===== src/rtl/core/spm_ram.sv =====
// Generic single-write, single-read RAM with a registered read port.
// Depends on nothing.
module spm_ram #(
  parameter int WIDTH = 8,
  parameter int DEPTH = 16
) (
  input  logic                     clk,
  input  logic                     we,
  input  logic [$clog2(DEPTH)-1:0] waddr,
  input  logic [WIDTH-1:0]         wdata,
  input  logic                     re,
  input  logic [$clog2(DEPTH)-1:0] raddr,
  output logic [WIDTH-1:0]         rdata
);

  logic [WIDTH-1:0] mem [DEPTH];
  logic [WIDTH-1:0] rdata_r;

  always_ff @(posedge clk) begin
    if (we) begin
      mem[waddr] <= wdata;
    end
    if (re) begin
      rdata_r <= mem[raddr];
    end
  end

  assign rdata = rdata_r;

endmodule


===== config.mk =====
export PLATFORM = sky130hd
export DESIGN_NAME = spm_ram
export DESIGN_NICKNAME = d
export VERILOG_FILES = /design/src/rtl/core/spm_ram.sv
export SDC_FILE = /design/constraint.sdc
export NUM_CORES = 1
export LEC_CHECK = 0
export ABC_AREA = 0
export BUFFER_PORTS_ARGS = -buffer_cell sky130_fd_sc_hd__buf_4
export CORE_UTILIZATION = 54
export DETAILED_ROUTE_END_ITERATION = 8
export GPL_TIMING_DRIVEN = 0
export PLACE_DENSITY = 0.74
export SYNTH_ARGS = -nofsm -noshare
export SYNTH_HDL_FRONTEND = slang
export SYNTH_SLANG_ARGS = --single-unit
export TNS_END_PERCENT = 100

===== constraint.sdc =====
create_clock -name clk -period 2 [get_ports clk]
set_input_delay 0.5 -clock clk [delete_from_list [all_inputs] [get_ports clk]]
set_output_delay 0.5 -clock clk [all_outputs]
set_load 0.01 [all_outputs]

# Word-level counts from Yosys, hierarchy flattened
# Memory sizes are Yosys's and may differ from the RTL's. A register that Yosys moved wholly into a read port is not among the register bits.
# Index checks and enable logic that the tools add are counted.
# word_totals
n_memories	1
in_bits	19
reg_bits	0
ramBits	128
# memory_table
name	words	width	read_ports	rd_clocked_by_memory_dff	write_ports	line	text
mem	16	8	1	1	1	16	logic [WIDTH-1:0] mem [DEPTH];
# op_classes
n_mux	2
# op_table
operator	count
two-way mux 1 bit	2

# Logic depth before layout (Yosys ltp)
# Gate-level depths: netlist of the first run.
# logic_depth
ltp_word	2
ltp_mapped	5
ltp_nobuf	3

# Worst setup path after synthesis of the first run
# Ideal clock, no wire load.
# synth_timing
kind	input to register
startpoint	input waddr[2]
endpoint	memory mem[0][0], enable pin
stages	2
t_required_ps	1617
slack_ps	7
n_path_buf	0
setup_time_ps	383
t_arrival_ps	1610
path_cell_list	or3b_2 -> nor3_1
# synth_rtl
item	line	text
start: declaration	9	input logic [$clog2(DEPTH)-1:0] waddr,
end: declaration	16	
# Straight into the memory's write port.

# Final worst setup path of the first run
# layout_timing
startpoint	input waddr[2]
endpoint	memory mem[8][0], enable pin
# Straight into the memory's write port.

==> results.sh, run 1 <==
export IMPL_syn_to_final_growth_pct=17.9
export IMPL_drv_cap=0
export IMPL_crit_path_end_kind="flop"
export IMPL_worst_clock_skew_ns=0.00370
export IMPL_power_total_mw=6.61
export IMPL_ctsHoldBuffers=0
export IMPL_cts_clk_slew_worst_paths_ns=0.06
export IMPL_drc=0
export IMPL_die_area_sq_um=10100
export IMPL_power_frac_clock_pct=46.2
export IMPL_dr_pass1_iters=5
export IMPL_crit_family="simple AND/OR/NAND/NOR gates"
export IMPL_wl_per_cell_microns=24.7
export IMPL_ys_ff_latch=136
export IMPL_start_util_pct=56.0
export IMPL_postRouteAntennaNets=0
export IMPL_r2r_start="mem[5][0]"
export IMPL_clockBufferDepth=2
export IMPL_p_int_mw=5.35
export IMPL_yosys_area_top_type="edfxtp_1"
export IMPL_cpPeakStageDelay_ns=1.02
export IMPL_grt_pass1_vias=2543
export IMPL_peakVddDrop_mv=0.762
export IMPL_p_per_area_nw_per_um2=1070
export IMPL_maxSlewViolCount=0
export IMPL_antenna_found_initial=0
export IMPL_status="finished clean"
export IMPL_path_cells="buf_4 > nand3b_1 > nor3_1"
export IMPL_drt_total_wl_microns=10200
export IMPL_grt_max_degree=17
export IMPL_synth_nets=248
export IMPL_hold_path_depth=1
export IMPL_ys_seq_area_share_pct=78.1
export IMPL_setup_tns_ns=0
export IMPL_die_h_microns=100
export IMPL_hold_viol=0
export IMPL_p_leak_nw=2.06
export IMPL_seq_power_share_pct=48.9
export IMPL_arrival_ns=1.89
export IMPL_avgSynthCellArea_sq_um=22.8
export IMPL_utilization_pct=66.1
export IMPL_cts_buffers=17
export IMPL_synth_area_sq_um=5230
export IMPL_crit_type="primary input to flop"
export IMPL_cts_resized=1
export IMPL_rows=35
export IMPL_synth_edf_count=136
export IMPL_swShare_pct=19.0
export IMPL_final_nets=292
export IMPL_grt_usage_pct=22.4
export IMPL_design_core_area_sq_um=9330
export IMPL_die_width_microns=100
export IMPL_drt_iter0_drc=302
export IMPL_path_max_fanout=8
export IMPL_clkLatencyLatePin_ns=0.51
export IMPL_grt_setup_unrepaired="no"
export IMPL_fmax_ghz=0.567
export IMPL_post_route_min_period_ns=1.76
export IMPL_h_tree_depth=4
export IMPL_worst_path_max_delay_cell="nor3_1"
export IMPL_num_vias=2505
export IMPL_clkSinkCount=136
export IMPL_yosys_warnings=0
export IMPL_timing_rr_end="rdata[0]"
export IMPL_mostFrequentLayoutCell="edfxtp_1"
export IMPL_synth_cell_types=18
export IMPL_postCtsSetupRepairBufs=0
export IMPL_ys_flop_type="edfxtp_1"
export IMPL_final_cell_mix="edfxtp_1, buf_4, mux4_2, a22oi_1, clkbuf_16"
export IMPL_clockRootBuffer="clkbuf_8"
export IMPL_vias_per_cell=6.05
export IMPL_reg2reg_slack_ns=0.38
export IMPL_relSlewSlack_pct=13.4
export IMPL_synth_top_area_share_pct=78.1
export IMPL_critPathRequiredTime_ns=2.12
export IMPL_reg2reg_depth=3
export IMPL_hold_start="re"
export IMPL_gr_total_overflow=0
export IMPL_dp_hpwl_microns=6210
export IMPL_antennaDiodeCount=0
export IMPL_cts_tree="done"
export IMPL_pwr_share_comb_pct=4.9
export IMPL_drive_gt1_share_pct=28.1
export IMPL_path_buf_inv=1
export IMPL_synthCells=229
export IMPL_p_switching_mw=1.26
export IMPL_grt_pass1_wl_microns=15000
export IMPL_yosys_top_cells_area="edfxtp_1, mux4_2, mux4_1"
export IMPL_synthArstFlopShare_pct=0
export IMPL_io_pins=27
export IMPL_port_buffers=25
export IMPL_min_period_over_period_pct=88.2
export IMPL_worst_slew_pin_slew_ns=1.29
export IMPL_hold_path_class="primary input to flop"
export IMPL_gp_congestion=0.725
export IMPL_setup_viol=0
export IMPL_worstHoldEndpoint="rdata[1]"
export IMPL_crit_path_start_kind="primary input"
## final cells by class
cell class                 count  area, sq um
sequential                   136         4080
fill                         614         3170
multi-input combinational     83         1060
clock buffer                  20          425
timing repair buffer          25          188
tap                          129          161
clock inverter                11          155
buffer                        10         86.3
## stage by stage
stage | worst slack, ns | cells | cell area, sq um | hold WS, ns
6_report | 0.235 | 414 | 6160 | 0.270
5_1_grt | 0.143 | 414 | 6160 | 0.251
4_1_cts | 0.233 | 414 | 6160 | 0.251
3_5_place_dp | -0.589 | 383 | 5580 | 0.758
3_3_place_gp | -0.573 | 383 | 5580 | 0.734
2_1_floorplan | 0.00713 | 229 | 5230 | 0.599
## power by group through the flow
| stage | Combinational [mW] | Clock (mW) | Sequential [mW] |
|---|---|---|---|
| 2_1_floorplan | 0.162 | 0 | 3.29 |
| 3_3_place_gp | 0.312 | 0 | 3.28 |
| 3_5_place_dp | 0.323 | 0 | 3.29 |
| 4_1_cts | 0.327 | 3.07 | 3.23 |
| 5_1_grt | 0.345 | 3.20 | 3.23 |
| 6_report | 0.326 | 3.05 | 3.23 |
## kinds of logic after synthesis
logic type | Yosys count | synth area share, %
mux | 32 | 14.8
simple gates | 35 | 3.14
flops | 136 | 78.1
compound gates | 16 | 2.30
buf+inv | 10 | 1.65
## how the worst max path moves through the flow
stage | startpoint | endpoint | slack (ns) | depth (start not counted)
6_report | waddr[2] | mem[8][0] | 0.24 | 3
5_1_grt | waddr[2] | mem[8][0] | 0.14 | 3
4_1_cts | waddr[2] | mem[8][0] | 0.23 | 3
3_5_place_dp | waddr[2] | mem[0][4] | -0.59 | 3
3_3_place_gp | waddr[2] | mem[0][4] | -0.57 | 3
2_1_floorplan | waddr[2] | mem[0][0] | 0.007 | 2
## sequential cells by signal (all words and copies together), names as in the netlist
signal,cells
rdata,8
mem,128
## worst register-to-register path, stage by stage, from the launching register on
cell and delay, ns:
edfxtp_1 0.36, mux4_1 0.57, a22oi_1 0.28, nand2_1 0.14
## per-layer routing
metal / track usage [%] / vias to the layer above / wire [microns]
met5: 0 / - / 0
met2: 36.2 / 125 / 5150
met4: 9.70 / 0 / 251
met3: 5.43 / 29 / 574
met1: 29.3 / 1280 / 4240
li1: - / 1071 / -
## synth_stat cells, types with 2 or more instances
cell type,instances
nand2b_1,2
edfxtp_1,136
mux4_1,14
nand2_1,9
buf_6,3
nor3_1,4
nand3b_1,2
nor2_1,13
clkdlybuf4s25_2,3
mux4_2,18
buf_2,3
a22oi_1,16
Note: power is estimated with default switching activity, not from simulation.
==> run 2, diff against run 1 <==
SETUP_SLACK_MARGIN = 0.4   (was not set)
==> run 2 against run 1 <==
Effect of this change:
- first-iteration DRC count down 23%
- sequential share of layout area up 0.081 points
- utilization down 0.080 points
- wire length down 6.6%
- die area unchanged
- register-to-register slack better by 0.08 ns
- clock skew up 0.0057 ns
- critical path type is now flop to flop
==> results.sh, run 2 (synthesized netlist as in run 1, its figures left out) <==
export IMPL_port_buffers=25
export IMPL_setup_tns_ns=0
export IMPL_final_cell_mix="edfxtp_1, mux4_2, buf_4, clkbuf_16, a22oi_1"
export IMPL_p_per_area_nw_per_um2=1050
export IMPL_crit_path_end_kind="flop"
export IMPL_setup_ws_ns=0.461
export IMPL_ctsHoldBuffers=0
export IMPL_vias_per_cell=5.86
export IMPL_fmax_ghz=0.650
export IMPL_cts_clk_slew_worst_paths_ns=0.06
export IMPL_drt_iter0_drc=232
export IMPL_post_route_min_period_ns=1.54
export IMPL_hold_viol=0
export IMPL_utilization_pct=66.0
export IMPL_die_h_microns=100
export IMPL_die_area_sq_um=10100
export IMPL_worst_path_max_delay_cell="mux4_1"
export IMPL_syn_to_final_growth_pct=17.7
export IMPL_dp_hpwl_microns=5950
export IMPL_gp_congestion=0.743
export IMPL_status="finished clean"
export IMPL_n_fill_cell=588
export IMPL_clkLatencyLatePin_ns=0.52
export IMPL_crit_family="multiplexers"
export IMPL_postCtsSetupRepairBufs=0
export IMPL_peakVddDrop_mv=0.593
export IMPL_drv_cap=0
export IMPL_largest_reg_flops=128
export IMPL_cpPeakStageDelay_ns=0.51
export IMPL_clockRootBuffer="clkbuf_8"
export IMPL_cts_buffers=17
export IMPL_clkSinkCount=136
export IMPL_io_pins=27
export IMPL_maxSlewViolCount=0
export IMPL_grt_pass1_vias=2448
export IMPL_cts_tree="done"
export IMPL_crit_path_start_kind="flop"
export IMPL_path_buf_inv=0
export IMPL_design_core_area_sq_um=9330
export IMPL_dr_pass1_iters=5
export IMPL_clockBufferDepth=2
export IMPL_drt_total_wl_microns=9540
export IMPL_worst_slew_pin_slew_ns=0.803
export IMPL_mostFrequentLayoutCell="edfxtp_1"
export IMPL_p_leak_nw=2.00
export IMPL_h_tree_depth=4
export IMPL_worst_clock_skew_ns=0.00945
export IMPL_crit_type="flop to flop"
export IMPL_drive_gt1_share_pct=36.4
export IMPL_drc=0
export IMPL_postRouteAntennaNets=0
export IMPL_relSlewSlack_pct=46.3
export IMPL_path_max_fanout=1
export IMPL_gr_total_overflow=0
export IMPL_hold_path_class="primary input to flop"
export IMPL_grt_usage_pct=21.5
export IMPL_grt_setup_unrepaired="no"
export IMPL_setup_viol=0
export IMPL_final_nets=292
export IMPL_grt_pass1_wl_microns=14500
export IMPL_path_cells="mux4_1 > a22oi_2 > nand2_1"
export IMPL_arrival_ns=1.80
export IMPL_fin_cells=415
export IMPL_rows=35
export IMPL_grt_max_degree=17
export IMPL_dp_cells=383
export IMPL_fin_hold_ws_ns=0.250
export IMPL_critPathRequiredTime_ns=2.26
export IMPL_antenna_found_initial=0
export IMPL_wl_per_cell_microns=23.0
export IMPL_min_period_over_period_pct=77.0
export IMPL_pre_cts_slack_ns=0.0216
export IMPL_num_vias=2430
export IMPL_start_util_pct=56.0
export IMPL_die_width_microns=100
export IMPL_top_register="mem"
export IMPL_antennaDiodeCount=0
-- run 2: cell type report --
| cell class | count | area (sq um) | area share [%] |
|---|---|---|---|
| Buffer | 10 | 120 | 1.95 |
| Tap cell | 129 | 161 | 2.62 |
| Timing Repair Buffer | 25 | 188 | 3.05 |
| Multi-Input combinational cell | 83 | 1050 | 17.1 |
| Clock buffer | 18 | 418 | 6.79 |
| Clock inverter | 14 | 134 | 2.18 |
| Sequential cell | 136 | 4080 | 66.4 |
-- run 2: stage by stage --
stage / area [sq um] / power, mW
floorplan: 5250 / 3.47
global placement: 5600 / 3.61
detailed placement: 5600 / 3.62
CTS: 6150 / 6.47
global route: 6150 / 6.61
finish: 6150 / 6.43
-- run 2: worst paths after layout --
path,from,endpoint,slack (ns),cells after the start
max,mem[0][0],rdata[0],0.46,3
min,re,rdata[0],0.25,1
max reg2reg,mem[0][0],rdata[0],0.46,3
min reg2reg,mem[11][2],rdata[2],0.77,3
-- run 2: timing repair --
item                                    4_1_cts  5_1_grt
hold endpoints to repair                      0        0
gates resized for setup                       1        0
endpoints found under the setup margin        1        0
-- run 2: power by group --
group	switching, mW	internal (mW)	total (mW)	leakage (nW)
registers	0.0150	3.21	3.23	1.24
clock network	1.11	1.75	2.87	0.257
logic	0.186	0.154	0.339	0.507
total	1.32	5.12	6.43	2.00
-- run 2: layer usage --
metal | wire length (microns) | GRT usage (%)
met5 | 0 | 0
met4 | 104 | 7.69
met3 | 593 | 5.50
met2 | 4860 | 33.1
met1 | 3980 | 30.2
==> run 3, diff against run 2 <==
clock period = 1.3 ns   (was 2 ns; I/O delays follow)
==> run 3 against run 2 <==
Effect of this change:
- the flow now finishes with violations (negative setup slack)
- power rose by 59%
- clock power rose by 61%
- register-to-register slack got worse by 0.60 ns
- via count rose by 4.1%
- critical path type unchanged
- largest power group unchanged
- cell count rose by 3.1%
- worst setup slack got worse by 0.60 ns
- count of clock-buffer cells in the layout rose by 1
- worst hold slack got worse by 0.14 ns
- combinational power rose by 79%
==> results.sh, run 3 (synthesized netlist as in run 1, its figures left out) <==
export IMPL_worst_clock_skew_ns=0.00479
export IMPL_die_h_microns=100
export IMPL_reg2reg_slack_ns=-0.14
export IMPL_post_route_min_period_ns=1.44
export IMPL_hold_path_class="primary input to flop"
export IMPL_gr_total_overflow=0
export IMPL_vias_per_cell=5.91
export IMPL_drive_gt1_share_pct=44.8
export IMPL_pwr_share_comb_pct=5.9
export IMPL_status="complete, but fails checks"
export IMPL_final_nets=305
export IMPL_design_area_sq_um=6560
export IMPL_die_area_sq_um=10100
export IMPL_dpl_instance_area_sq_um=5730
export IMPL_failed_checks="negative setup slack"
export IMPL_grt_usage_pct=24.1
export IMPL_final_cell_mix="edfxtp_1, mux4_2, buf_4, clkbuf_16"
export IMPL_top_register="mem"
export IMPL_grt_setup_unrepaired="yes"
export IMPL_pre_cts_slack_ns=-0.553
export IMPL_dp_hpwl_microns=6090
export IMPL_setup_tns_ns=-1.26
export IMPL_clkSinkCount=136
export IMPL_drt_iter0_drc=220
export IMPL_p_switching_mw=2.08
export IMPL_relSlewSlack_pct=44.5
export IMPL_crit_type="flop to flop"
export IMPL_p_leak_nw=2.13
export IMPL_drc=0
export IMPL_port_buffers=25
export IMPL_ctsHoldBuffers=0
export IMPL_rows=35
export IMPL_p_per_area_nw_per_um2=1560
export IMPL_grt_pass1_vias=2700
export IMPL_num_vias=2530
export IMPL_min_period_over_period_pct=111
export IMPL_worst_path_max_delay_cell="mux4_2"
export IMPL_setup_ws_ns=-0.138
export IMPL_io_pins=27
export IMPL_fmax_ghz=0.696
export IMPL_wl_per_cell_microns=24.8
export IMPL_largest_reg_flops=128
export IMPL_drv_cap=0
export IMPL_cts_clk_slew_worst_paths_ns=0.06
export IMPL_crit_path_start_kind="flop"
export IMPL_maxSlewViolCount=0
export IMPL_cts_buffers=17
export IMPL_path_max_fanout=1
export IMPL_path_buf_inv=0
export IMPL_swShare_pct=20.4
export IMPL_seq_power_share_pct=48.7
export IMPL_worst_slew_pin_slew_ns=0.829
export IMPL_clockRootBuffer="clkbuf_8"
export IMPL_h_tree_depth=4
export IMPL_crit_path_end_kind="flop"
export IMPL_n_fill_cell=552
export IMPL_setup_viol=16
export IMPL_clkLatencyLatePin_ns=0.52
export IMPL_grt_max_degree=17
export IMPL_path_cells="mux4_2 > a22oi_2 > nand2_1"
export IMPL_dr_pass1_iters=4
export IMPL_peakVddDrop_mv=0.893
export IMPL_design_core_area_sq_um=9330
export IMPL_mostFrequentLayoutCell="edfxtp_1"
export IMPL_power_frac_clock_pct=45.4
export IMPL_postRouteAntennaNets=0
export IMPL_cts_tree="done"
export IMPL_cpPeakStageDelay_ns=0.51
export IMPL_arrival_ns=1.71
export IMPL_clockBufferDepth=2
export IMPL_crit_family="multiplexers"
export IMPL_die_width_microns=100
export IMPL_p_int_mw=8.13
export IMPL_syn_to_final_growth_pct=25.4
export IMPL_start_util_pct=56.0
export IMPL_gp_congestion=0.694
export IMPL_hold_viol=0
export IMPL_grt_pass1_wl_microns=16400
export IMPL_critPathRequiredTime_ns=1.57
export IMPL_antenna_found_initial=0
export IMPL_antennaDiodeCount=0
export IMPL_drt_total_wl_microns=10600
run 3: path summary, 6_finish.rpt:
path | startpoint | end | depth (start not counted)
min | re | rdata[4] | 1
max | mem[3][6] | rdata[6] | 3
max reg2reg | mem[3][6] | rdata[6] | 3
min reg2reg | mem[8][7] | rdata[7] | 3
run 3: worst register-to-register path, cell delays in order, from the launching register on:
cell	delay, ns
edfxtp_1	0.38
mux4_2	0.51
a22oi_2	0.22
nand2_1	0.09
run 3: area by class of cell:
type	count	area, sq um	area share (%)
timing repair buffer	38	413	6.30
clock inverter	13	155	2.37
buffer	10	120	1.83
clock buffer	19	422	6.43
sequential	136	4080	62.3
multi-input combinational	83	1200	18.3
tap	129	161	2.46
run 3: layer usage:
metal,global-route usage [%],vias to the layer above,share of wire [%]
met3,7.31,22,6.3
met2,39.4,97,52
li1,-,1090,-
met5,0,-,0
met1,31.3,1321,39
met4,8.25,0,2.0
run 3: metrics by stage:
stage	std cells	total power, mW	utilization, %	hold slack [ns]
finish	428	10.2	70.3	0.107
global route	428	10.5	70.3	0.0927
CTS	428	10.2	69.9	0.0952
detailed placement	383	5.61	61.4	0.630
global placement	383	5.59	61.4	0.625
floorplan	229	5.37	-	0.424
run 3: power by group through the flow:
stage	sequential, mW	clock (mW)	combinational, mW
2_1_floorplan	5.06	0	0.303
3_3_place_gp	5.05	0	0.538
3_5_place_dp	5.05	0	0.554
4_1_cts	4.97	4.65	0.599
5_1_grt	4.98	4.87	0.651
6_report	4.97	4.63	0.607
run 3: repair_timing:
item / 4_1_cts / 5_1_grt
gates resized for setup: 11 / 10
pin swaps: 10 / 6
hold endpoints to repair: 0 / 0
setup buffers: 13 / 0
setup endpoints to repair: 120 / 64
