<file path="config.mk">
export PLATFORM = sky130hd
export DESIGN_NAME = spm_cell_alu
export DESIGN_NICKNAME = d
export VERILOG_FILES = /design/src/rtl/core/spm_pkg.sv /design/src/rtl/core/spm_cell_alu.sv
export SDC_FILE = /design/constraint.sdc
export NUM_CORES = 1
export LEC_CHECK = 0
export BUFFER_PORTS_ARGS = -buffer_cell sky130_fd_sc_hd__buf_2
export CAP_MARGIN = 20
export CORE_MARGIN = 1
export CORE_UTILIZATION = 45
export DETAILED_ROUTE_END_ITERATION = 16
export PLACE_DENSITY = 0.73
export SLEW_MARGIN = 15
export SYNTH_ARGS = -nofsm -noshare
export SYNTH_HDL_FRONTEND = slang
export SYNTH_SLANG_ARGS = --single-unit
export TNS_END_PERCENT = 20
</file>
<file path="constraint.sdc">
create_clock -name vclk -period 3
set_input_delay 0.3 -clock vclk [all_inputs]
set_output_delay 0.3 -clock vclk [all_outputs]
set_load 0.05 [all_outputs]
</file>
<file path="src/rtl/core/spm_pkg.sv">
// Shared constants, types and helper functions for the Moore-neighborhood sandpile block.
// Depends on nothing; spm_cell_alu, the top level and the checker import it.
package spm_pkg;

  // Grid geometry and storage sizes. GRID_SIDE and CRIT_DEPTH are powers of two.
  localparam int GRID_SIDE  = 64;
  localparam int CRIT_DEPTH = 1024;
  localparam int CELL_BITS  = 8;

  localparam int COORD_W    = $clog2(GRID_SIDE);
  localparam int POS_W      = 2 * COORD_W;
  localparam int GRID_DEPTH = GRID_SIDE * GRID_SIDE;
  localparam int LIDX_W     = $clog2(CRIT_DEPTH);
  localparam int CNT_W      = $clog2(CRIT_DEPTH + 1);
  localparam int LRAM_DEPTH = 2 * CRIT_DEPTH;

  // Fixed field widths of the ports.
  localparam int CMD_W      = 2;
  localparam int ROW_W      = 6;
  localparam int VAL_W      = 8;
  localparam int SIDE_W     = 7;
  localparam int THR_W      = 8;
  localparam int LOST_W     = 14;
  localparam int PEND_W     = 11;
  localparam int CFG_IDX_W  = 1;
  localparam int CFG_DATA_W = 8;

  // Coordinate compare width: holds the side, a row and a row stepped off either edge.
  localparam int SC_W  = ($clog2(GRID_SIDE) + 2 > SIDE_W) ? $clog2(GRID_SIDE) + 2 : SIDE_W;
  // Compare width between cell values, written values and the threshold.
  localparam int CMP_W = (CELL_BITS > THR_W) ? CELL_BITS : THR_W;

  localparam logic [CELL_BITS-1:0] CELL_MAX = '1;

  // Stream packing.
  localparam int IN_DATA_W    = 24;
  localparam int IN_USER_W    = 2;
  localparam int IN_ROW_LSB   = 0;
  localparam int IN_COL_LSB   = 6;
  localparam int IN_VAL_LSB   = 12;
  localparam int OUT_DATA_W   = 32;
  localparam int OUT_LOST_LSB = 0;
  localparam int OUT_PEND_LSB = 14;
  localparam int OUT_CRIT_BIT = 25;
  localparam int OUT_OVF_BIT  = 26;

  // Command codes.
  localparam logic [CMD_W-1:0] CMD_WRITE  = 2'd0;
  localparam logic [CMD_W-1:0] CMD_ADD    = 2'd1;
  localparam logic [CMD_W-1:0] CMD_EVOLVE = 2'd2;
  localparam logic [CMD_W-1:0] CMD_NOP    = 2'd3;

  // Configuration register indexes.
  localparam logic [CFG_IDX_W-1:0] REG_SIDE = 1'b0;
  localparam logic [CFG_IDX_W-1:0] REG_THR  = 1'b1;

  localparam logic [2:0] NBR_LAST = 3'd7;

  // Result of the shared cell unit.
  typedef struct packed {
    logic [CELL_BITS-1:0] val;   // updated cell value
    logic                 ge;    // input cell was at or above threshold
    logic                 crit;  // updated value is at or above threshold
  } spm_alu_res_t;

  // Neighbor offsets in visiting order, as {row step, column step}.
  // Each step is 2'b01 for +1, 2'b00 for 0 and 2'b11 for -1; the center is skipped.
  function automatic logic [3:0] nbr_offset(input logic [2:0] n);
    logic [3:0] off;
    unique case (n)
      3'd0:    off = 4'b01_01;
      3'd1:    off = 4'b01_00;
      3'd2:    off = 4'b01_11;
      3'd3:    off = 4'b00_01;
      3'd4:    off = 4'b00_11;
      3'd5:    off = 4'b11_01;
      3'd6:    off = 4'b11_00;
      default: off = 4'b11_11;
    endcase
    return off;
  endfunction

endpackage

</file>
<file path="src/rtl/core/spm_cell_alu.sv">
// Shared cell unit: saturating grain increment or threshold subtraction, plus threshold compares.
// Depends on spm_pkg.
module spm_cell_alu
  import spm_pkg::*;
(
  input  logic [CELL_BITS-1:0] cell_val,
  input  logic [THR_W-1:0]     thr,
  input  logic                 op_sub,
  output spm_alu_res_t         res
);

  logic [CMP_W-1:0]     cell_ext;
  logic [CMP_W-1:0]     thr_ext;
  logic [CELL_BITS-1:0] inc_val;
  logic [CELL_BITS-1:0] sub_val;

  always_comb begin
    cell_ext = CMP_W'(cell_val);
    thr_ext  = CMP_W'(thr);
    inc_val  = (cell_val == CELL_MAX) ? cell_val : cell_val + 1'b1;
    // Only used when the cell is at or above threshold, so the difference fits.
    sub_val  = CELL_BITS'(cell_ext - thr_ext);
    res.val  = op_sub ? sub_val : inc_val;
    res.ge   = cell_ext >= thr_ext;
    res.crit = CMP_W'(res.val) >= thr_ext;
  end

endmodule

</file>
Word-level counts from Yosys, hierarchy flattened. Index checks and enable logic that the tools add are counted.

Flip-flop bits (word level): 0. Input port bits: 17. Output and inout port bits: 10. Word-level logic and storage cells: 7.

$add $sub $neg: 2. Magnitude comparators: 2. Equal/unequal tests: 1. Muxes and demuxes: 2.

Operator list (count): $ge A8 B8 Y1 (2); $mux W8 (2); $add A8 B1 Y8 const B (1); $eq A8 B8 Y1 const B (1); $sub A8 B8 Y8 (1).

Logic depth before layout (Yosys ltp). Gate-level depths: netlist (run 1).

Word-level depth: 4. Gate-level depth with buffers: 12.

Least setup slack after synthesis (run 1). OpenSTA, ideal clock, no wires.

Path type: input port to output port. Start point: input cell_val[0]. End point: output res[0] (netlist bit). Arrival: 4009 ps. Data required time: 2700 ps. Setup slack: -1309 ps. Stages on the path: 10. Path buffers: 0. Cells stage by stage: inv_1 ha_1 fa_1 xor2_1 o21ai_0 ha_1 o21ai_0 o21bai_1 a21oi_1 o21ai_0.

RTL lines: from (decl) (line spm_cell_alu.sv:6) `input logic [CELL_BITS-1:0] cell_val,`; to (decl) (line spm_cell_alu.sv:9) `output spm_alu_res_t res`.

==> flow_metrics.py, run 1 <==
metrics = {
    "critical_path": {
        "crit_required_ns": 2.70,
        "crit_fanout": 4,
        "critPathTopFamily": "compound AO/OA/AOI/OAI gates",
        "start_kind": "input pin",
        "crit_path_top_delay_cell": "ha_1",
        "crit_chain": "buf_2 -> ha_1 -> nor2b_4 -> o31a_1 -> o21a_1 -> or3_1 -> a31o_1 -> ha_1 -> a21o_1 -> a21oi_2 -> o21ai_4 -> buf_6",
        "criticalPathCategory": "in2out",
        "path_buf_inv": 2,
        "arrival_ns": 2.59,
        "cp-end-kind": "output port",
        "critPathMaxStageDelay_ns": 0.30,
        "cp-startpoint": "cell_val[1]",
        "crit_path_frequent_cell": "ha_1",
    },
    "finish": {
        "multi_input_area_um2": 781,
        "seq_area_um2": 0,
        "design.seq.count": 0,
        "post-route-util": 0.692,
        "final_nets": 182,
        "final_cell_area_um2": 1070,
        "finalNonFillerCells": 161,
        "layout_common_cells": "buf_2 (26), ha_1 (16), buf_4 (11), inv_1 (10), o21ai_0 (8)",
        "final_layout_size_suffix_gt1_frac": 0.379,
        "synthToLayoutAreaGrowth_pct": 39.9,
        "clkbuf_count": 0,
        "fillers": 136,
        "n_antenna_cell": 0,
        "final_common_cell": "buf_2",
    },
    "yosys": {
        "syn_avg_cell_area_um2": 7.06,
        "netlist_top_cells_area": "ha_1 (28%), o21ai_0 (7.9%), a21oi_1 (5.9%), inv_1 (5.4%), o21a_1 (4.9%)",
        "netlist_instances": 108,
        "netlist_area_um2": 762,
        "syn_nets": 143,
        "synth_cell_types": 33,
        "ys_warn_count": 0,
        "ys_seq_area_frac": 0,
        "yosys.area.top_type_share": 0.279,
        "synth_area_leader_cell": "ha_1",
    },
    "timing": {
        "period_needed_ns": 2.89,
        "fmax_ghz": 0.346,
        "tightestPinTransition_ns": 0.302,
        "fin_ws_ns": 0.112,
        "rsz0062_at_grt": "no",
        "fin_hold_ws_ns": 1.12,
        "max_slew_margin": 0.797,
        "final_max_slew_viol_count": 0,
        "hold_viol_final": 0,
        "setup_viol": 0,
        "finalCritPeriodShare": 0.963,
    },
    "cts": {
        "post_cts_buffers": 0,
        "cts_hold_buf": 0,
    },
    "power": {
        "seqPwrFrac": 0,
        "intPower_uw": 108,
        "switching_power_uw": 176,
        "clock_power_share": 0,
        "vdd_drop_max_mv": 0.129,
        "p_sw_frac": 0.620,
        "power.density_nw_per_um2": 266,
        "pwr-share-comb": 1.000,
        "p_leak_nw": 0.564,
    },
    "floorplanning": {
        "core-area_um2": 1540,
        "fp.dieW_um": 43.2,
        "initial_core_util": 0.494,
        "dieArea_um2": 1860,
        "rows": 14,
        "die_h_um": 43.2,
        "io-pin-count": 27,
    },
    "route": {
        "wl_per_cell_um": 13.6,
        "dr.pass1.iters": 4,
        "via_per_inst": 5.81,
        "ant_nets": 0,
        "drt_iter0_markers": 16,
        "wirelength_mm": 2.19,
        "vias": 935,
        "drc_errors": 0,
    },
    "placed_design": {
        "place_inst": 161,
        "postPlaceCellArea_um2": 1020,
        "gp_congestion": 0.818,
        "hpwl_mm": 1.87,
        "pre_cts_ws_ns": -0.0852,
        "io_buffers": 27,
    },
    "run_status": {
        "status": "completed",
    },
    "global_routing": {
        "antenna_found_initial": 0,
        "grt_pass1_wl_mm": 3.90,
        "grt_pass1_vias": 893,
        "overflow": 0,
        "grt_max_degree": 13,
        "grtUsageTotal": 0.266,
    },
    "flow_run": {
        "timing.max_cap.violations": 0,
    },
    "hold_path": {
        "holdCritStartpoint": "op_sub",
        "hold_path_class": "in2out",
    },
}
[power by group through the flow]
stage	registers [mW]	clock network, mW	logic [mW]
5_1_grt	0	0	0.311
4_1_cts	0	0	0.268
3_5_place_dp	0	0	0.265
6_report	0	0	0.283
3_3_place_gp	0	0	0.258
2_1_floorplan	0	0	0.194
[kinds of logic (layout without fill, tap and decap cells)]
logic type,after synthesis,count (layout),synth area share
muxes,1,1,0.0131
xor gates and xnor gates,4,4,0.0460
AOI/OAI and AO/OA,45,45,0.384
buffers and inverters,12,49,0.0591
and+or+nand+nor,28,28,0.192
adders and majority gates,18,18,0.305
[final timing paths]
path / to / slack (ns) / depth (start not counted)
max: res[0] / 0.11 / 12
min: res[9] / 1.12 / 3
[per-layer routing]
metal  GRT usage  vias to the layer above  part of all wire
li1            -                      485                 -
met3      0.0340                        2             0.048
met1       0.380                      431              0.47
met5           0                        -                 0
met2       0.433                       17              0.47
met4      0.0364                        0            0.0064
[cell type report]
type / instances / area share
multi-input cells: 96 / 0.732
inverters: 11 / 0.0387
repair buffers: 38 / 0.210
well taps: 16 / 0.0188
[cell usage after synthesis (2+ instances only)]
master    number
inv_1         11
ha_1          17
and3_1         4
xnor2_1        2
nand2_1        8
nor2_1         6
a21oi_1        9
nand3b_1       2
xor2_1         2
a31oi_1        2
o21a_1         5
a211oi_1       3
o21ai_0       12
nand3_1        3
a21o_1         4
[stage by stage]
step | TNS [ns] | total power, mW
CTS | 0 | 0.268
global route | 0 | 0.311
floorplan | 0 | 0.194
finish | 0 | 0.283
global placement | 0 | 0.258
detailed placement | -0.0852 | 0.265
[what timing repair did]
action,CTS,global route
endpoints found under the setup margin,1,1
gates resized for setup,2,12
pin swaps,0,3
cloned,0,0
[worst min-delay path, stage by stage]
cell,delay (ns)
buf_2,0.22
a21oi_2,0.09
buf_2,0.21
No activity file was read; power rests on OpenSTA's default activity.
==> inputs of run 2 (changes only) <==
--- a/config.mk
+++ b/config.mk
@@ -5,7 +5,7 @@
 export SDC_FILE = /design/constraint.sdc
 export NUM_CORES = 1
 export LEC_CHECK = 0
-export BUFFER_PORTS_ARGS = -buffer_cell sky130_fd_sc_hd__buf_2
+export BUFFER_PORTS_ARGS = -buffer_cell sky130_fd_sc_hd__buf_4
 export CAP_MARGIN = 20
 export CORE_MARGIN = 1
 export CORE_UTILIZATION = 45
==> flow_metrics.py, run 2 (synthesized netlist as in run 1, its figures left out) <==
metrics = {
    "critical_path": {
        "arrival_ns": 2.54,
        "cp-end-kind": "output port",
        "crit_fanout": 3,
        "start_kind": "input pin",
        "criticalPathCategory": "in2out",
        "crit_required_ns": 2.70,
    },
    "floorplanning": {
        "core-area_um2": 1540,
        "fp.dieW_um": 43.2,
        "die_h_um": 43.2,
        "rows": 14,
        "initial_core_util": 0.494,
        "io-pin-count": 27,
        "dieArea_um2": 1860,
    },
    "global_routing": {
        "antenna_found_initial": 0,
        "overflow": 0,
        "grtUsageTotal": 0.245,
        "grt_pass1_vias": 836,
        "grt_pass1_wl_mm": 3.62,
        "grt_max_degree": 13,
    },
    "route": {
        "drt-met1-wl_mm": 1.12,
        "top_layer": "met3",
        "wirelength_mm": 2.13,
        "drc_errors": 0,
        "vias": 898,
        "drt_iter0_markers": 22,
        "wl_per_cell_um": 13.3,
        "via_per_inst": 5.61,
        "wl_met3_um": 60,
        "ant_nets": 0,
        "dr.pass1.iters": 4,
        "met2_length_um": 946,
    },
    "finish": {
        "synthToLayoutAreaGrowth_pct": 44.0,
        "final_layout_size_suffix_gt1_frac": 0.340,
        "n_antenna_cell": 0,
        "post-route-util": 0.712,
        "final_nets": 181,
        "clkbuf_count": 0,
        "final_cell_area_um2": 1100,
        "layout_common_cells": "buf_4 (36), ha_1 (16), inv_1 (11), o21ai_0 (7), nand2_1 (7)",
        "seq_area_um2": 0,
        "finalNonFillerCells": 160,
        "design.seq.count": 0,
        "fillers": 142,
        "final_common_cell": "buf_4",
    },
    "power": {
        "power.density_nw_per_um2": 265,
        "power_uw": 291,
        "p_leak_nw": 0.579,
        "vdd_drop_max_mv": 0.144,
    },
    "timing": {
        "finalCritPeriodShare": 0.945,
        "hold_viol_final": 0,
        "setup_viol": 0,
        "tightestPinTransition_ns": 0.331,
        "fmax_ghz": 0.353,
        "max_slew_margin": 0.778,
        "rsz0062_at_grt": "no",
        "final_max_slew_viol_count": 0,
        "period_needed_ns": 2.84,
    },
    "hold_path": {
        "hold_path_class": "in2out",
    },
    "placed_design": {
        "place_inst": 160,
        "gp_congestion": 0.824,
        "postPlaceCellArea_um2": 1080,
        "hpwl_mm": 1.84,
        "io_buffers": 27,
    },
    "run_status": {
        "status": "completed",
    },
    "cts": {
        "cts_hold_buf": 0,
        "post_cts_buffers": 0,
    },
    "flow_run": {
        "timing.max_cap.violations": 0,
    },
}
## run 2: cell types whose count changed in the layout (fill, tap and decap cells not counted), sizes merged
cell  before  now
buf       38   37
## run 2: worst max-delay path, stage by stage
cell and delay [ns]:
buf_4 0.12, inv_1 0.07, ha_2 0.19, fa_2 0.19, nor2b_1 0.05, o31a_2 0.30
o21ai_2 0.13, mux2i_1 0.23, nand2_2 0.07, ha_1 0.29, a21o_1 0.20, a21oi_2 0.17
o21ai_4 0.07, buf_6 0.15
## run 2: area by class of cell
| class | count | area [um^2] | area share |
|---|---|---|---|
| Timing Repair Buffer | 37 | 282 | 0.257 |
| Inverter | 11 | 41.3 | 0.0376 |
| Tap cell | 16 | 20.0 | 0.0182 |
| Multi-Input combinational cell | 96 | 754 | 0.688 |
## run 2: what timing repair did
item                                    in CTS  in global routing
resized for setup                            1                  6
endpoints found under the setup margin       1                  1
pin swaps                                    0                  3
## run 2: layer usage
| layer | global-route usage | up-vias |
|---|---|---|
| met5 | 0 | - |
| li1 | - | 482 |
| met2 | 0.400 | 13 |
| met4 | 0.0121 | 0 |
| met3 | 0.0170 | 0 |
| met1 | 0.365 | 403 |
## run 2: final timing paths
kind / cells after the start / slack [ns] / to / from
setup / recovery: 14 / 0.16 / res[0] / cell_val[0]
hold / removal: 3 / 1.04 / res[3] / op_sub
## run 2: where the power goes
| part | switching (mW) | internal, mW |
|---|---|---|
| Combinational | 0.172 | 0.119 |
| Sequential | 0 | 0 |
| Clock | 0 | 0 |
## run 2: per-stage QoR
step | setup WS (ns) | setup TNS [ns] | hold slack [ns]
after global placement | 0.0325 | 0 | 1.03
after detailed placement | -0.0165 | -0.0165 | 1.03
after global routing | 0.00108 | 0 | 1.05
final | 0.164 | 0 | 1.04
after floorplan | 0.0125 | 0 | 0.925
after CTS | 0.0240 | 0 | 1.03
==> inputs of run 3 (changes only) <==
==> constraint.sdc (replaced) <==
create_clock -name vclk -period 3
set_input_delay 0.15 -clock vclk [all_inputs]
set_output_delay 0.15 -clock vclk [all_outputs]
set_load 0.05 [all_outputs]
==> flow_metrics.py, run 3 (synthesized netlist as in run 1, its figures left out) <==
metrics = {
    "run_status": {
        "status": "completed",
    },
    "timing": {
        "fmax_ghz": 0.356,
        "hold_viol_final": 0,
        "fin_hold_ws_ns": 0.755,
        "max_slew_margin": 0.805,
        "final_max_slew_viol_count": 0,
        "finalCritPeriodShare": 0.936,
        "fin_tns_setup_ns": 0,
        "rsz0062_at_grt": "no",
        "fin_ws_ns": 0.192,
        "setup_viol": 0,
        "tightestPinTransition_ns": 0.290,
        "period_needed_ns": 2.81,
    },
    "floorplanning": {
        "die_h_um": 43.2,
        "fp.dieW_um": 43.2,
        "initial_core_util": 0.494,
        "core-area_um2": 1540,
        "io-pin-count": 27,
        "rows": 14,
        "dieArea_um2": 1860,
    },
    "placed_design": {
        "gp_congestion": 0.846,
        "hpwl_mm": 1.74,
        "postPlaceCellArea_um2": 992,
        "io_buffers": 27,
        "pre_cts_ws_ns": 0.186,
    },
    "hold_path": {
        "hold_path_class": "in2out",
    },
    "finish": {
        "fillers": 154,
        "synthToLayoutAreaGrowth_pct": 30.5,
        "post-route-util": 0.645,
        "final_nets": 172,
        "clkbuf_count": 0,
        "n_antenna_cell": 0,
        "final_common_cell": "buf_4",
        "final_layout_size_suffix_gt1_frac": 0.244,
        "seq_area_um2": 0,
        "design.seq.count": 0,
        "layout_common_cells": "buf_4 (28), ha_1 (17), inv_1 (11), o21ai_0 (10), a21oi_1 (9)",
        "final_cell_area_um2": 995,
    },
    "route": {
        "wl_per_cell_um": 13.5,
        "drt_iter0_markers": 34,
        "ant_nets": 0,
        "vias": 877,
        "drc_errors": 0,
        "via_per_inst": 5.81,
        "wirelength_mm": 2.04,
        "dr.pass1.iters": 4,
    },
    "global_routing": {
        "grt_max_degree": 13,
        "grt_pass1_vias": 752,
        "grtUsageTotal": 0.223,
        "grt_pass1_wl_mm": 3.33,
        "antenna_found_initial": 0,
        "overflow": 0,
    },
    "critical_path": {
        "cp-end-kind": "output port",
        "crit_required_ns": 2.85,
        "arrival_ns": 2.66,
        "criticalPathCategory": "in2out",
        "path_buf_inv": 3,
        "crit_fanout": 3,
        "crit_chain": "buf_4 -> inv_1 -> ha_1 -> fa_2 -> nor2b_1 -> o31a_2 -> o21ai_0 -> mux2i_1 -> nand2_1 -> ha_1 -> a21o_1 -> a21oi_1 -> o21ai_2 -> buf_4",
        "crit_path_top_delay_cell": "o31a_2",
        "start_kind": "input pin",
        "critPathTopFamily": "compound AO/OA/AOI/OAI gates",
        "critPathMaxStageDelay_ns": 0.30,
    },
    "flow_run": {
        "timing.max_cap.violations": 0,
    },
    "power": {
        "power.density_nw_per_um2": 265,
        "vdd_drop_max_mv": 0.145,
        "p_leak_nw": 0.530,
    },
    "cts": {
        "post_cts_buffers": 0,
    },
}
[run 3: cell types whose count changed in the layout (fill, tap and decap cells not counted), moves of 3 or more]
| cell | delta |
|---|---|
| o21ai_0 | +3 |
| buf_4 | -8 |
| a21oi_2 | -3 |
| a21oi_1 | +3 |
[run 3: layout make-up]
class | instances | area [um^2] | area share
timing repair buffer | 28 | 210 | 0.211
tap | 16 | 20.0 | 0.0201
multi-input combinational | 96 | 723 | 0.727
inverter | 11 | 41.3 | 0.0415
[run 3: routing by layer]
layer	track usage	share of wire	wire length [um]	vias to the layer above
li1	-	-	-	462
met1	0.366	0.54	1110	399
met2	0.340	0.43	879	16
met3	0	0.025	51	0
met4	0	0	0	0
met5	0	0	0	-
[run 3: power by group]
part	internal, mW	leakage [nW]	switching, mW
clock network	0	0	0
logic	0.102	0.530	0.161
registers	0	0	0
total	0.102	0.530	0.161
[run 3: metrics by stage]
| stage | total power [mW] | cells |
|---|---|---|
| 3_3_place_gp | 0.259 | 151 |
| 5_1_grt | 0.287 | 151 |
| 2_1_floorplan | 0.184 | 108 |
| 6_report | 0.263 | 151 |
| 4_1_cts | 0.263 | 151 |
| 3_5_place_dp | 0.261 | 151 |
[run 3: repair_timing]
action,4_1_cts,5_1_grt
hold buffers,0,0
gates resized for setup,0,1
endpoints found under the setup margin,0,1
hold endpoints to repair,0,0
[run 3: worst paths after layout]
| kind | start | endpoint | slack (ns) | cells after the start |
|---|---|---|---|---|
| max | cell_val[0] | res[0] | 0.19 | 14 |
| min | op_sub | res[9] | 0.76 | 3 |
[run 3: tightest hold or removal path: stages]
cell	delay (ns)
buf_4	0.16
a21oi_1	0.10
buf_4	0.19
